==> config.mk <==
export PLATFORM = sky130hd
export DESIGN_NAME = room_dispatch_scheduler_unit_flat
export DESIGN_NICKNAME = d
export VERILOG_FILES = /design/src/rds_pkg.sv /design/src/rds_if.sv /design/src/room_dispatch_scheduler_unit.sv /design/src/rds_ctrl.sv /design/src/rds_datapath.sv /design/src/flat_wrapper.sv
export SDC_FILE = /design/constraint.sdc
export NUM_CORES = 2
export LEC_CHECK = 0
export BUFFER_PORTS_ARGS = -buffer_cell sky130_fd_sc_hd__buf_4
export CORE_UTILIZATION = 40
export CTS_CLUSTER_SIZE = 25
export DETAILED_ROUTE_END_ITERATION = 12
export PLACE_DENSITY = 0.53
export SLEW_MARGIN = 20
export SYNTH_ARGS = -nofsm -noshare
export SYNTH_HDL_FRONTEND = slang
export SYNTH_SLANG_ARGS = --single-unit
==> constraint.sdc <==
create_clock -name i_clk -period 28.7 [get_ports i_clk]
set_clock_uncertainty 0.05 [all_clocks]
set_input_delay 4.305 -clock i_clk [delete_from_list [all_inputs] [get_ports i_clk]]
set_output_delay 4.305 -clock i_clk [all_outputs]
set_load 0.05 [all_outputs]
==> src/rds_pkg.sv <==
// Shared types and constants for the room dispatch scheduler.
`timescale 1ns / 1ps

package rds_pkg;

    // Field widths of the request and result items.
    localparam int TIME_IN_W  = 32;
    localparam int TIME_W     = 40;
    localparam int COUNT_W    = 20;
    localparam int ROOM_OUT_W = 4;
    localparam int CFG_W      = 5;

    // Saturation limits and the room count after reset.
    localparam logic [TIME_W-1:0]  TIME_MAX  = {TIME_W{1'b1}};
    localparam logic [COUNT_W-1:0] COUNT_MAX = {COUNT_W{1'b1}};
    localparam logic [CFG_W-1:0]   CFG_RESET = 5'd16;

    // Commands from the controller to the datapath, at most one per cycle.
    typedef struct packed {
        logic load;      // capture a new request and clear the scan
        logic scan;      // read the next room's free time
        logic cnt_rd;    // read the use count of the chosen room
        logic commit;    // write back the room and update the leader
        logic out_load;  // move the staged result into the output register
    } t_dp_cmd;

    // Status from the datapath back to the controller.
    typedef struct packed {
        logic scan_last; // the read issued this cycle is the last active room
    } t_dp_status;

endpackage

==> src/rds_if.sv <==
// Channel interfaces: job requests, results and the room count register.
`timescale 1ns / 1ps

interface rds_job_if;
    import rds_pkg::*;
    logic                 valid;
    logic                 ready;
    logic [TIME_IN_W-1:0] start_time;
    logic [TIME_IN_W-1:0] end_time;
    modport source (output valid, start_time, end_time, input ready);
    modport sink   (input valid, start_time, end_time, output ready);
endinterface

interface rds_result_if;
    import rds_pkg::*;
    logic                  valid;
    logic                  ready;
    logic [ROOM_OUT_W-1:0] assigned_room;
    logic [TIME_W-1:0]     actual_begin;
    logic [TIME_W-1:0]     actual_finish;
    logic [ROOM_OUT_W-1:0] most_booked_room;
    logic [COUNT_W-1:0]    most_booked_count;
    modport source (output valid, assigned_room, actual_begin, actual_finish,
                    most_booked_room, most_booked_count, input ready);
    modport sink   (input valid, assigned_room, actual_begin, actual_finish,
                    most_booked_room, most_booked_count, output ready);
endinterface

interface rds_cfg_if;
    import rds_pkg::*;
    logic             valid;
    logic             ready;
    logic [CFG_W-1:0] room_count;
    modport source (output valid, room_count, input ready);
    modport sink   (input valid, room_count, output ready);
endinterface

==> src/room_dispatch_scheduler_unit.sv <==
// Top level of the room dispatch scheduler: controller, datapath and checks.
`timescale 1ns / 1ps

// Channel   | Dir | Handshake    | Payload
// i_job     | in  | valid/ready  | start_time, end_time
// o_result  | out | valid/ready  | assigned_room, actual_begin, actual_finish,
//           |     |              | most_booked_room, most_booked_count
// i_cfg     | in  | valid/ready  | room_count (always ready)
//
// A job is accepted, then the free-time memory is read once per active room through
// its single read port; the last read is compared, the chosen room's use count is
// read, the result is written back and finally handed off.
// Reset is synchronous; it clears the per-room written flags, so no clearing pass.
// A finished result waits in the output register; the next job is accepted and
// worked meanwhile and holds only in its hand-off cycle until the register frees.

module room_dispatch_scheduler_unit #(
    parameter int ROOMS = 16
) (
    input  logic         i_clk,
    input  logic         i_rst_n,
    rds_job_if.sink      i_job,
    rds_result_if.source o_result,
    rds_cfg_if.sink      i_cfg
);
    import rds_pkg::*;

    t_dp_cmd    w_cmd;
    t_dp_status w_sts;

    assign i_cfg.ready = 1'b1;

    // Controller.
    rds_ctrl u_ctrl (
        .i_clk       (i_clk),
        .i_rst_n     (i_rst_n),
        .i_job_valid (i_job.valid),
        .o_job_ready (i_job.ready),
        .o_res_valid (o_result.valid),
        .i_res_ready (o_result.ready),
        .o_cmd       (w_cmd),
        .i_sts       (w_sts)
    );

    // Datapath.
    rds_datapath #(
        .ROOMS (ROOMS)
    ) u_datapath (
        .i_clk               (i_clk),
        .i_rst_n             (i_rst_n),
        .i_cmd               (w_cmd),
        .o_sts               (w_sts),
        .i_cfg_valid         (i_cfg.valid),
        .i_cfg_room_count    (i_cfg.room_count),
        .i_start_time        (i_job.start_time),
        .i_end_time          (i_job.end_time),
        .o_assigned_room     (o_result.assigned_room),
        .o_actual_begin      (o_result.actual_begin),
        .o_actual_finish     (o_result.actual_finish),
        .o_most_booked_room  (o_result.most_booked_room),
        .o_most_booked_count (o_result.most_booked_count)
    );

    // The controller issues at most one datapath command per cycle.
    a_one_cmd: assert property (@(posedge i_clk) disable iff (!i_rst_n)
        $onehot0({w_cmd.load, w_cmd.scan, w_cmd.cnt_rd, w_cmd.commit, w_cmd.out_load}))
        else $error("more than one datapath command in a cycle");

    // A new result never overwrites one that has not been taken.
    a_no_overwrite: assert property (@(posedge i_clk) disable iff (!i_rst_n)
        w_cmd.out_load |-> (!o_result.valid || o_result.ready))
        else $error("result register overwritten while still pending");

    // The scan stops after the last active room.
    a_scan_stops: assert property (@(posedge i_clk) disable iff (!i_rst_n)
        (w_cmd.scan && w_sts.scan_last) |=> !w_cmd.scan)
        else $error("scan ran past the last active room");

    // A commit is followed by a hand-off attempt, never by a new request.
    a_commit_then_out: assert property (@(posedge i_clk) disable iff (!i_rst_n)
        w_cmd.commit |=> !w_cmd.load && !i_job.ready)
        else $error("new request accepted before the result was handed off");

endmodule

==> src/rds_ctrl.sv <==
// Controller state machine: sequences accept, scan, update and result hand-off.
`timescale 1ns / 1ps

module rds_ctrl (
    input  logic                i_clk,
    input  logic                i_rst_n,
    input  logic                i_job_valid,
    output logic                o_job_ready,
    output logic                o_res_valid,
    input  logic                i_res_ready,
    output rds_pkg::t_dp_cmd    o_cmd,
    input  rds_pkg::t_dp_status i_sts
);
    import rds_pkg::*;

    localparam logic [2:0] S_IDLE  = 3'd0;
    localparam logic [2:0] S_SCAN  = 3'd1;
    localparam logic [2:0] S_DRAIN = 3'd2;
    localparam logic [2:0] S_CNT   = 3'd3;
    localparam logic [2:0] S_UPD   = 3'd4;
    localparam logic [2:0] S_OUT   = 3'd5;

    logic [2:0] r_state;
    logic [2:0] n_state;
    logic       r_out_valid;
    logic       n_out_valid;
    logic       w_out_free;

    // The output register can take a new result when empty or being drained.
    assign w_out_free  = !r_out_valid || i_res_ready;
    assign o_job_ready = (r_state == S_IDLE);
    assign o_res_valid = r_out_valid;

    // Next state and command decode.
    always_comb begin
        n_state = r_state;
        o_cmd   = '0;
        unique case (r_state)
            S_IDLE: begin
                if (i_job_valid) begin
                    o_cmd.load = 1'b1;
                    n_state    = S_SCAN;
                end
            end
            S_SCAN: begin
                o_cmd.scan = 1'b1;
                if (i_sts.scan_last) begin
                    n_state = S_DRAIN;
                end
            end
            S_DRAIN: begin
                n_state = S_CNT;
            end
            S_CNT: begin
                o_cmd.cnt_rd = 1'b1;
                n_state      = S_UPD;
            end
            S_UPD: begin
                o_cmd.commit = 1'b1;
                n_state      = S_OUT;
            end
            S_OUT: begin
                if (w_out_free) begin
                    o_cmd.out_load = 1'b1;
                    n_state        = S_IDLE;
                end
            end
            default: begin
                n_state = S_IDLE;
            end
        endcase
    end

    // Output valid sets on a load and clears once the result is taken.
    always_comb begin
        n_out_valid = r_out_valid && !i_res_ready;
        if (o_cmd.out_load) begin
            n_out_valid = 1'b1;
        end
    end

    // State registers.
    always_ff @(posedge i_clk) begin
        if (!i_rst_n) begin
            r_state     <= S_IDLE;
            r_out_valid <= 1'b0;
        end else begin
            r_state     <= n_state;
            r_out_valid <= n_out_valid;
        end
    end

endmodule

==> src/rds_datapath.sv <==
// Datapath: room memories, scan compare, saturating update and result registers.
`timescale 1ns / 1ps

module rds_datapath #(
    parameter int ROOMS = 16
) (
    input  logic                             i_clk,
    input  logic                             i_rst_n,
    input  rds_pkg::t_dp_cmd                 i_cmd,
    output rds_pkg::t_dp_status              o_sts,
    input  logic                             i_cfg_valid,
    input  logic [rds_pkg::CFG_W-1:0]        i_cfg_room_count,
    input  logic [rds_pkg::TIME_IN_W-1:0]    i_start_time,
    input  logic [rds_pkg::TIME_IN_W-1:0]    i_end_time,
    output logic [rds_pkg::ROOM_OUT_W-1:0]   o_assigned_room,
    output logic [rds_pkg::TIME_W-1:0]       o_actual_begin,
    output logic [rds_pkg::TIME_W-1:0]       o_actual_finish,
    output logic [rds_pkg::ROOM_OUT_W-1:0]   o_most_booked_room,
    output logic [rds_pkg::COUNT_W-1:0]      o_most_booked_count
);
    import rds_pkg::*;

    localparam int IW = (ROOMS > 1) ? $clog2(ROOMS) : 1;

    // Room memories and their written flags.
    logic [TIME_W-1:0]  r_mem_time [ROOMS];
    logic [COUNT_W-1:0] r_mem_cnt  [ROOMS];
    logic [ROOMS-1:0]   r_written;

    logic [CFG_W-1:0]     r_room_count;
    logic [TIME_IN_W-1:0] r_start;
    logic [TIME_IN_W-1:0] r_dur;
    logic [IW-1:0]        r_rd_idx;
    logic [TIME_W-1:0]    r_rd_time;
    logic                 r_rd_time_hit;
    logic                 r_cmp_vld;
    logic [IW-1:0]        r_cmp_idx;
    logic                 r_found;
    logic [TIME_W-1:0]    r_best;
    logic [IW-1:0]        r_pick;
    logic [COUNT_W-1:0]   r_rd_cnt;
    logic                 r_rd_cnt_hit;
    logic [IW-1:0]        r_lead_room;
    logic [COUNT_W-1:0]   r_lead_cnt;
    logic [IW-1:0]        r_res_room;
    logic [TIME_W-1:0]    r_res_begin;
    logic [TIME_W-1:0]    r_res_finish;

    logic [8:0]           w_cfg9;
    logic [8:0]           w_active;
    logic [IW-1:0]        w_last_idx;
    logic [TIME_W-1:0]    w_cmp_time;
    logic [TIME_W-1:0]    w_begin;
    logic [TIME_W:0]      w_sum;
    logic [TIME_W-1:0]    w_finish;
    logic [COUNT_W-1:0]   w_cnt_old;
    logic [COUNT_W-1:0]   w_cnt_new;
    logic                 w_lead_take;

    // Active room count: zero acts as one, above the built count clamps.
    always_comb begin
        w_cfg9   = {4'd0, r_room_count};
        w_active = w_cfg9;
        if (r_room_count == '0) begin
            w_active = 9'd1;
        end else if (w_cfg9 > 9'(ROOMS)) begin
            w_active = 9'(ROOMS);
        end
        w_last_idx = IW'(w_active - 9'd1);
    end

    assign o_sts.scan_last = (r_rd_idx == w_last_idx);

    // A room never written reads as free at time zero with no bookings.
    assign w_cmp_time = r_rd_time_hit ? r_rd_time : '0;
    assign w_cnt_old  = r_rd_cnt_hit ? r_rd_cnt : '0;

    // Commit arithmetic: begin time, saturating finish and count, leader test.
    always_comb begin
        w_begin     = r_found ? {{(TIME_W-TIME_IN_W){1'b0}}, r_start} : r_best;
        w_sum       = {1'b0, w_begin} + {{(TIME_W+1-TIME_IN_W){1'b0}}, r_dur};
        w_finish    = w_sum[TIME_W] ? TIME_MAX : w_sum[TIME_W-1:0];
        w_cnt_new   = (w_cnt_old == COUNT_MAX) ? w_cnt_old : w_cnt_old + 1'b1;
        w_lead_take = (w_cnt_new > r_lead_cnt) ||
                      ((w_cnt_new == r_lead_cnt) && (r_pick < r_lead_room));
    end

    // Memory reads and writes.
    always_ff @(posedge i_clk) begin
        if (i_cmd.scan) begin
            r_rd_time <= r_mem_time[r_rd_idx];
        end
        if (i_cmd.cnt_rd) begin
            r_rd_cnt <= r_mem_cnt[r_pick];
        end
        if (i_cmd.commit) begin
            r_mem_time[r_pick] <= w_finish;
            r_mem_cnt[r_pick]  <= w_cnt_new;
        end
    end

    // Control state: config register, written flags, scan tracking, leader.
    always_ff @(posedge i_clk) begin
        if (!i_rst_n) begin
            r_room_count <= CFG_RESET;
            r_written    <= '0;
            r_cmp_vld    <= 1'b0;
            r_rd_idx     <= '0;
            r_lead_room  <= '0;
            r_lead_cnt   <= '0;
        end else begin
            if (i_cfg_valid) begin
                r_room_count <= i_cfg_room_count;
            end
            r_cmp_vld <= i_cmd.scan;
            if (i_cmd.load) begin
                r_rd_idx <= '0;
            end else if (i_cmd.scan) begin
                r_rd_idx <= r_rd_idx + 1'b1;
            end
            if (i_cmd.commit) begin
                r_written[r_pick] <= 1'b1;
                if (w_lead_take) begin
                    r_lead_room <= r_pick;
                    r_lead_cnt  <= w_cnt_new;
                end
            end
        end
    end

    // Scan payload: request capture, per-room compare and result staging.
    always_ff @(posedge i_clk) begin
        if (i_cmd.scan) begin
            r_rd_time_hit <= r_written[r_rd_idx];
            r_cmp_idx     <= r_rd_idx;
        end
        if (i_cmd.cnt_rd) begin
            r_rd_cnt_hit <= r_written[r_pick];
        end
        if (i_cmd.load) begin
            r_start <= i_start_time;
            r_dur   <= (i_end_time > i_start_time) ? i_end_time - i_start_time : '0;
            r_found <= 1'b0;
            r_best  <= '0;
            r_pick  <= '0;
        end else if (r_cmp_vld && !r_found) begin
            if (w_cmp_time <= {{(TIME_W-TIME_IN_W){1'b0}}, r_start}) begin
                r_found <= 1'b1;
                r_pick  <= r_cmp_idx;
            end else if ((r_cmp_idx == '0) || (w_cmp_time < r_best)) begin
                r_best <= w_cmp_time;
                r_pick <= r_cmp_idx;
            end
        end
        if (i_cmd.commit) begin
            r_res_room   <= r_pick;
            r_res_begin  <= w_begin;
            r_res_finish <= w_finish;
        end
        if (i_cmd.out_load) begin
            o_assigned_room     <= ROOM_OUT_W'(r_res_room);
            o_actual_begin      <= r_res_begin;
            o_actual_finish     <= r_res_finish;
            o_most_booked_room  <= ROOM_OUT_W'(r_lead_room);
            o_most_booked_count <= r_lead_cnt;
        end
    end

endmodule

==> src/flat_wrapper.sv <==
// flat-port wrapper written by rule: the top's interface ports become plain ports
module room_dispatch_scheduler_unit_flat import rds_pkg::*;
#(
    parameter int ROOMS = 16
)
  (i_clk, i_rst_n, i_job_valid, i_job_start_time, i_job_end_time, i_job_ready, o_result_valid, o_result_assigned_room, o_result_actual_begin, o_result_actual_finish, o_result_most_booked_room, o_result_most_booked_count, o_result_ready, i_cfg_valid, i_cfg_room_count, i_cfg_ready);
  rds_job_if i_job_i ();
  rds_result_if o_result_i ();
  rds_cfg_if i_cfg_i ();
  input  logic i_clk;
  input  logic i_rst_n;
  input wire logic [$bits(i_job_i.valid)-1:0] i_job_valid;
  input wire logic [$bits(i_job_i.start_time)-1:0] i_job_start_time;
  input wire logic [$bits(i_job_i.end_time)-1:0] i_job_end_time;
  output wire logic [$bits(i_job_i.ready)-1:0] i_job_ready;
  output wire logic [$bits(o_result_i.valid)-1:0] o_result_valid;
  output wire logic [$bits(o_result_i.assigned_room)-1:0] o_result_assigned_room;
  output wire logic [$bits(o_result_i.actual_begin)-1:0] o_result_actual_begin;
  output wire logic [$bits(o_result_i.actual_finish)-1:0] o_result_actual_finish;
  output wire logic [$bits(o_result_i.most_booked_room)-1:0] o_result_most_booked_room;
  output wire logic [$bits(o_result_i.most_booked_count)-1:0] o_result_most_booked_count;
  input wire logic [$bits(o_result_i.ready)-1:0] o_result_ready;
  input wire logic [$bits(i_cfg_i.valid)-1:0] i_cfg_valid;
  input wire logic [$bits(i_cfg_i.room_count)-1:0] i_cfg_room_count;
  output wire logic [$bits(i_cfg_i.ready)-1:0] i_cfg_ready;
  assign i_job_i.valid = i_job_valid;
  assign i_job_i.start_time = i_job_start_time;
  assign i_job_i.end_time = i_job_end_time;
  assign i_job_ready = i_job_i.ready;
  assign o_result_valid = o_result_i.valid;
  assign o_result_assigned_room = o_result_i.assigned_room;
  assign o_result_actual_begin = o_result_i.actual_begin;
  assign o_result_actual_finish = o_result_i.actual_finish;
  assign o_result_most_booked_room = o_result_i.most_booked_room;
  assign o_result_most_booked_count = o_result_i.most_booked_count;
  assign o_result_i.ready = o_result_ready;
  assign i_cfg_i.valid = i_cfg_valid;
  assign i_cfg_i.room_count = i_cfg_room_count;
  assign i_cfg_ready = i_cfg_i.ready;
  room_dispatch_scheduler_unit #(.ROOMS(ROOMS)) u_core (.i_clk(i_clk), .i_rst_n(i_rst_n), .i_job(i_job_i), .o_result(o_result_i), .i_cfg(i_cfg_i));
endmodule
==> results.yml <==
run_status:
  outcome: "completed"
job:
  cap_viol_max_count: 0
clock_tree:
  postCtsSetupBuffers: 0
  root_buffer: "clkbuf_16"
  cts_resized: 0
  cts_tree: "built"
  htree_num_levels: 4
  path_clk_slew_ns: 0.06
  cts.sinks: 1381
  numCtsBuffers: 151
  cts_hold_buf: 0
  insertion_delay_ns: 0.78
  cts.path.max_buffers: 3
synthesis:
  syn-cell-area_um2: 57200
  yosys.area_share.adder_pct: 3.59
  ys_warn_count: 0
  synth_seq_cells: 1381
  synthXorXnorAreaFrac_pct: 1.21
  syn-num-nets: 3465
  synth.distinct_cells: 87
  avgSynthCellArea_um2: 17.7
  ys_seq_area_share_pct: 70.7
  synth_top_area_share_pct: 67.3
  synthSimpleGateAreaFrac_pct: 4.94
  synth_ff_type: "edfxtp_1"
  synth_compound_area_share_pct: 4.29
  yosysTopAreaCell: "edfxtp_1"
  synth_area_leaders: "edfxtp_1 (67%), mux4_2 (12%), ha_1 (3.5%), dfxtp_1 (3.5%), nand2_1 (1.0%)"
  synthMuxAreaShare_pct: 13.2
  synth_commonest_cells: "edfxtp_1 (1282), mux4_2 (310), ha_1 (161)"
  netlist_instances: 3228
  synth-edff-count: 1282
  yosysMostFrequentCell: "edfxtp_1"
  async_reset_ff_share_pct: 0
  synth_top_family_by_area: "multiplexers"
detailed_routing:
  drc_errors: 0
  wl_um: 145000
  vias: 30300
  viasPerCell: 5.50
  antenna_left: 0
  drt_first_pass_iters: 5
  drt_iter0_drc: 2321
  wl_per_cell_um: 26.3
setup_path:
  timing.rr.start: "u_core.u_datapath.r_rd_cnt_hit"
  rr_endpoint: "u_core.u_datapath.r_lead_cnt[13]"
  cp.required_ns: 29.16
  critPathKind: "in -> reg"
  rrSetupSlack_ns: 23.03
  cp-end-kind: "register"
  critPathMaxFanout: 6
  worstRegToRegCells: 18
  cp.arrival_ns: 6.85
  crit_path_start_kind: "input port"
grt:
  grt_usage_pct: 20.1
  grt_max_degree: 76
  grt_pass1_wl_um: 214000
  antenna_found_initial: 1
  first_global_vias: 31700
  overflow: 0
place:
  gp_congestion: 0.906
  dp_hpwl_um: 86200
  port_buffers: 183
timing:
  fin_crit_sh_pct: 22.2
  min_period_ns: 6.38
  max-slew-margin-rel_pct: 27.5
  worst_slew_pin_slew_ns: 1.09
  setup_tns_ns: 0
  fmaxAchievable_mhz: 157
  final-max-slew-violation-count: 0
  setup_viol: 0
  rsz0062_at_grt: "false"
  hold_violations: 0
pwr:
  clock_power_share_pct: 42.4
  swShare_pct: 22.6
  ir_drop_uv: 54.7
  p_switching_mw: 1.01
  pwr_density_cell_nw_per_um2: 68.0
  leakage_nw: 22.0
  intPower_mw: 3.48
  p_comb_share_pct: 7.0
  seqPwrFrac_pct: 50.6
floorplan:
  start_util_pct: 40.4
  io_pins: 185
  dieWidth_um: 380
  fp-row-count: 138
  die_area_um2: 145000
  die_h_um: 380
  core_area_um2: 142000
layout:
  area_delta_synth_final_pct: 15.3
  drive_gt1_share_pct: 24.2
  layout.nets: 3730
  n_fill_cell: 12000
  final_core_util_pct: 46.5
min_path:
  min-delay-start: "u_core.u_datapath.r_res_finish[29]"
  min_path_type: "reg -> reg"
  worstHoldEndpoint: "u_core.u_datapath.o_actual_finish[29]"
  hold_depth: 0
-- worst max-delay path by stage --
stage                                        start                                    to  slack [ns]  cells past startpoint
after floorplan           u_core.u_ctrl.r_state[2]    u_core.u_datapath.r_mem_cnt[12][0]       15.91                      4
after global placement           i_job_end_time[8]           u_core.u_datapath.r_dur[31]       21.53                     11
after CTS                           o_result_ready   u_core.u_datapath.o_actual_begin[1]       22.38                      5
after detailed placement            o_result_ready  u_core.u_datapath.o_actual_finish[1]       21.51                      5
after global routing           i_job_start_time[8]           u_core.u_datapath.r_dur[31]       22.17                     12
final                          i_job_start_time[8]           u_core.u_datapath.r_dur[31]       22.32                     12
-- area by class of cell --
| type | instances | area [µm²] | share of cell area, % |
|---|---|---|---|
| Antenna cell | 1 | 2.50 | 0.00379 |
| Inverter | 149 | 559 | 0.848 |
| Tap cell | 1890 | 2360 | 3.59 |
| Clock buffer | 213 | 4230 | 6.42 |
| Multi-Input combinational cell | 1562 | 15800 | 23.9 |
| Timing Repair Buffer | 248 | 1880 | 2.85 |
| Sequential cell | 1381 | 40500 | 61.4 |
| Clock inverter | 63 | 646 | 0.979 |
-- power groups by stage --
stage / logic (mW) / registers, mW / clock network, mW
floorplan: 0.218 / 2.30 / 0
global placement: 0.306 / 2.31 / 0
detailed placement: 0.315 / 2.31 / 0
CTS: 0.317 / 2.27 / 1.95
global route: 0.344 / 2.27 / 2.03
finish: 0.316 / 2.27 / 1.90
-- flip-flops by register name, indices dropped and copies added, names as in the netlist, 32 cells and up --
| signal | cells |
|---|---|
| u_core.u_datapath.r_mem_cnt | 320 |
| u_core.u_datapath.r_res_begin | 40 |
| u_core.u_datapath.r_start | 32 |
| u_core.u_datapath.o_actual_begin | 40 |
| u_core.u_datapath.r_dur | 32 |
| u_core.u_datapath.r_res_finish | 40 |
| u_core.u_datapath.r_mem_time | 640 |
| u_core.u_datapath.o_actual_finish | 40 |
| u_core.u_datapath.r_best | 40 |
| u_core.u_datapath.r_rd_time | 40 |
-- kinds of logic (layout without fill, tap and decap cells) --
kind of cell / after synthesis / in the layout
DFF: 1381 / 1381
buffers and inverters: 285 / 673
other: 1 / 2
adders and majority gates: 163 / 163
xor gates and xnor gates: 79 / 79
and+or+nand+nor: 569 / 569
AOI/OAI and AO/OA: 384 / 384
muxes: 366 / 366
-- placed cells by master (no fill, tap or decap), types with 17 or more instances in the layout --
master	instances
a21o_1	54
a21oi_1	101
and2_1	21
and2_2	39
buf_4	244
clkbuf_1	42
clkbuf_16	153
clkbuf_8	18
clkinv_1	20
clkinv_2	17
dfxtp_1	91
edfxtp_1	1282
ha_1	161
inv_1	149
mux2i_1	51
mux4_2	310
nand2_1	158
nand2b_1	17
nand3_1	49
nand4_1	31
nor2_1	134
nor2b_1	31
nor3_1	19
o21a_1	25
o21ai_0	87
xnor2_1	49
xor2_1	30
-- layer usage --
layer	vias to the layer above	GRT usage, %	share of wire, %
met4	0	6.43	2.7
met5	-	0	0
met2	857	32.7	48
met3	226	2.82	4.6
met1	15900	28.0	45
li1	13300	-	-
-- critical path, stage by stage --
cell and delay (ns):
buf_4 0.09, inv_1 0.04, ha_1 0.35, a21oi_1 0.17
o21ai_1 0.12, a211o_1 0.30, o21ai_1 0.41, o22ai_1 0.26
a311oi_2 0.43, o31ai_1 0.15, xnor2_1 0.15, nor2_1 0.06
-- through the flow --
step	std cells	worst slack [ns]	power (mW)	area [µm²]	hold WS, ns
after global placement	5230	21.53	2.62	61000	0.351
after global routing	5506	22.17	4.64	66000	0.371
after CTS	5506	22.38	4.54	65900	0.365
after detailed placement	5230	21.51	2.63	61000	0.355
final	5507	22.32	4.49	66000	0.362
after floorplan	3228	15.91	2.52	57200	0.350
Note: power is estimated with default switching activity, not from simulation.
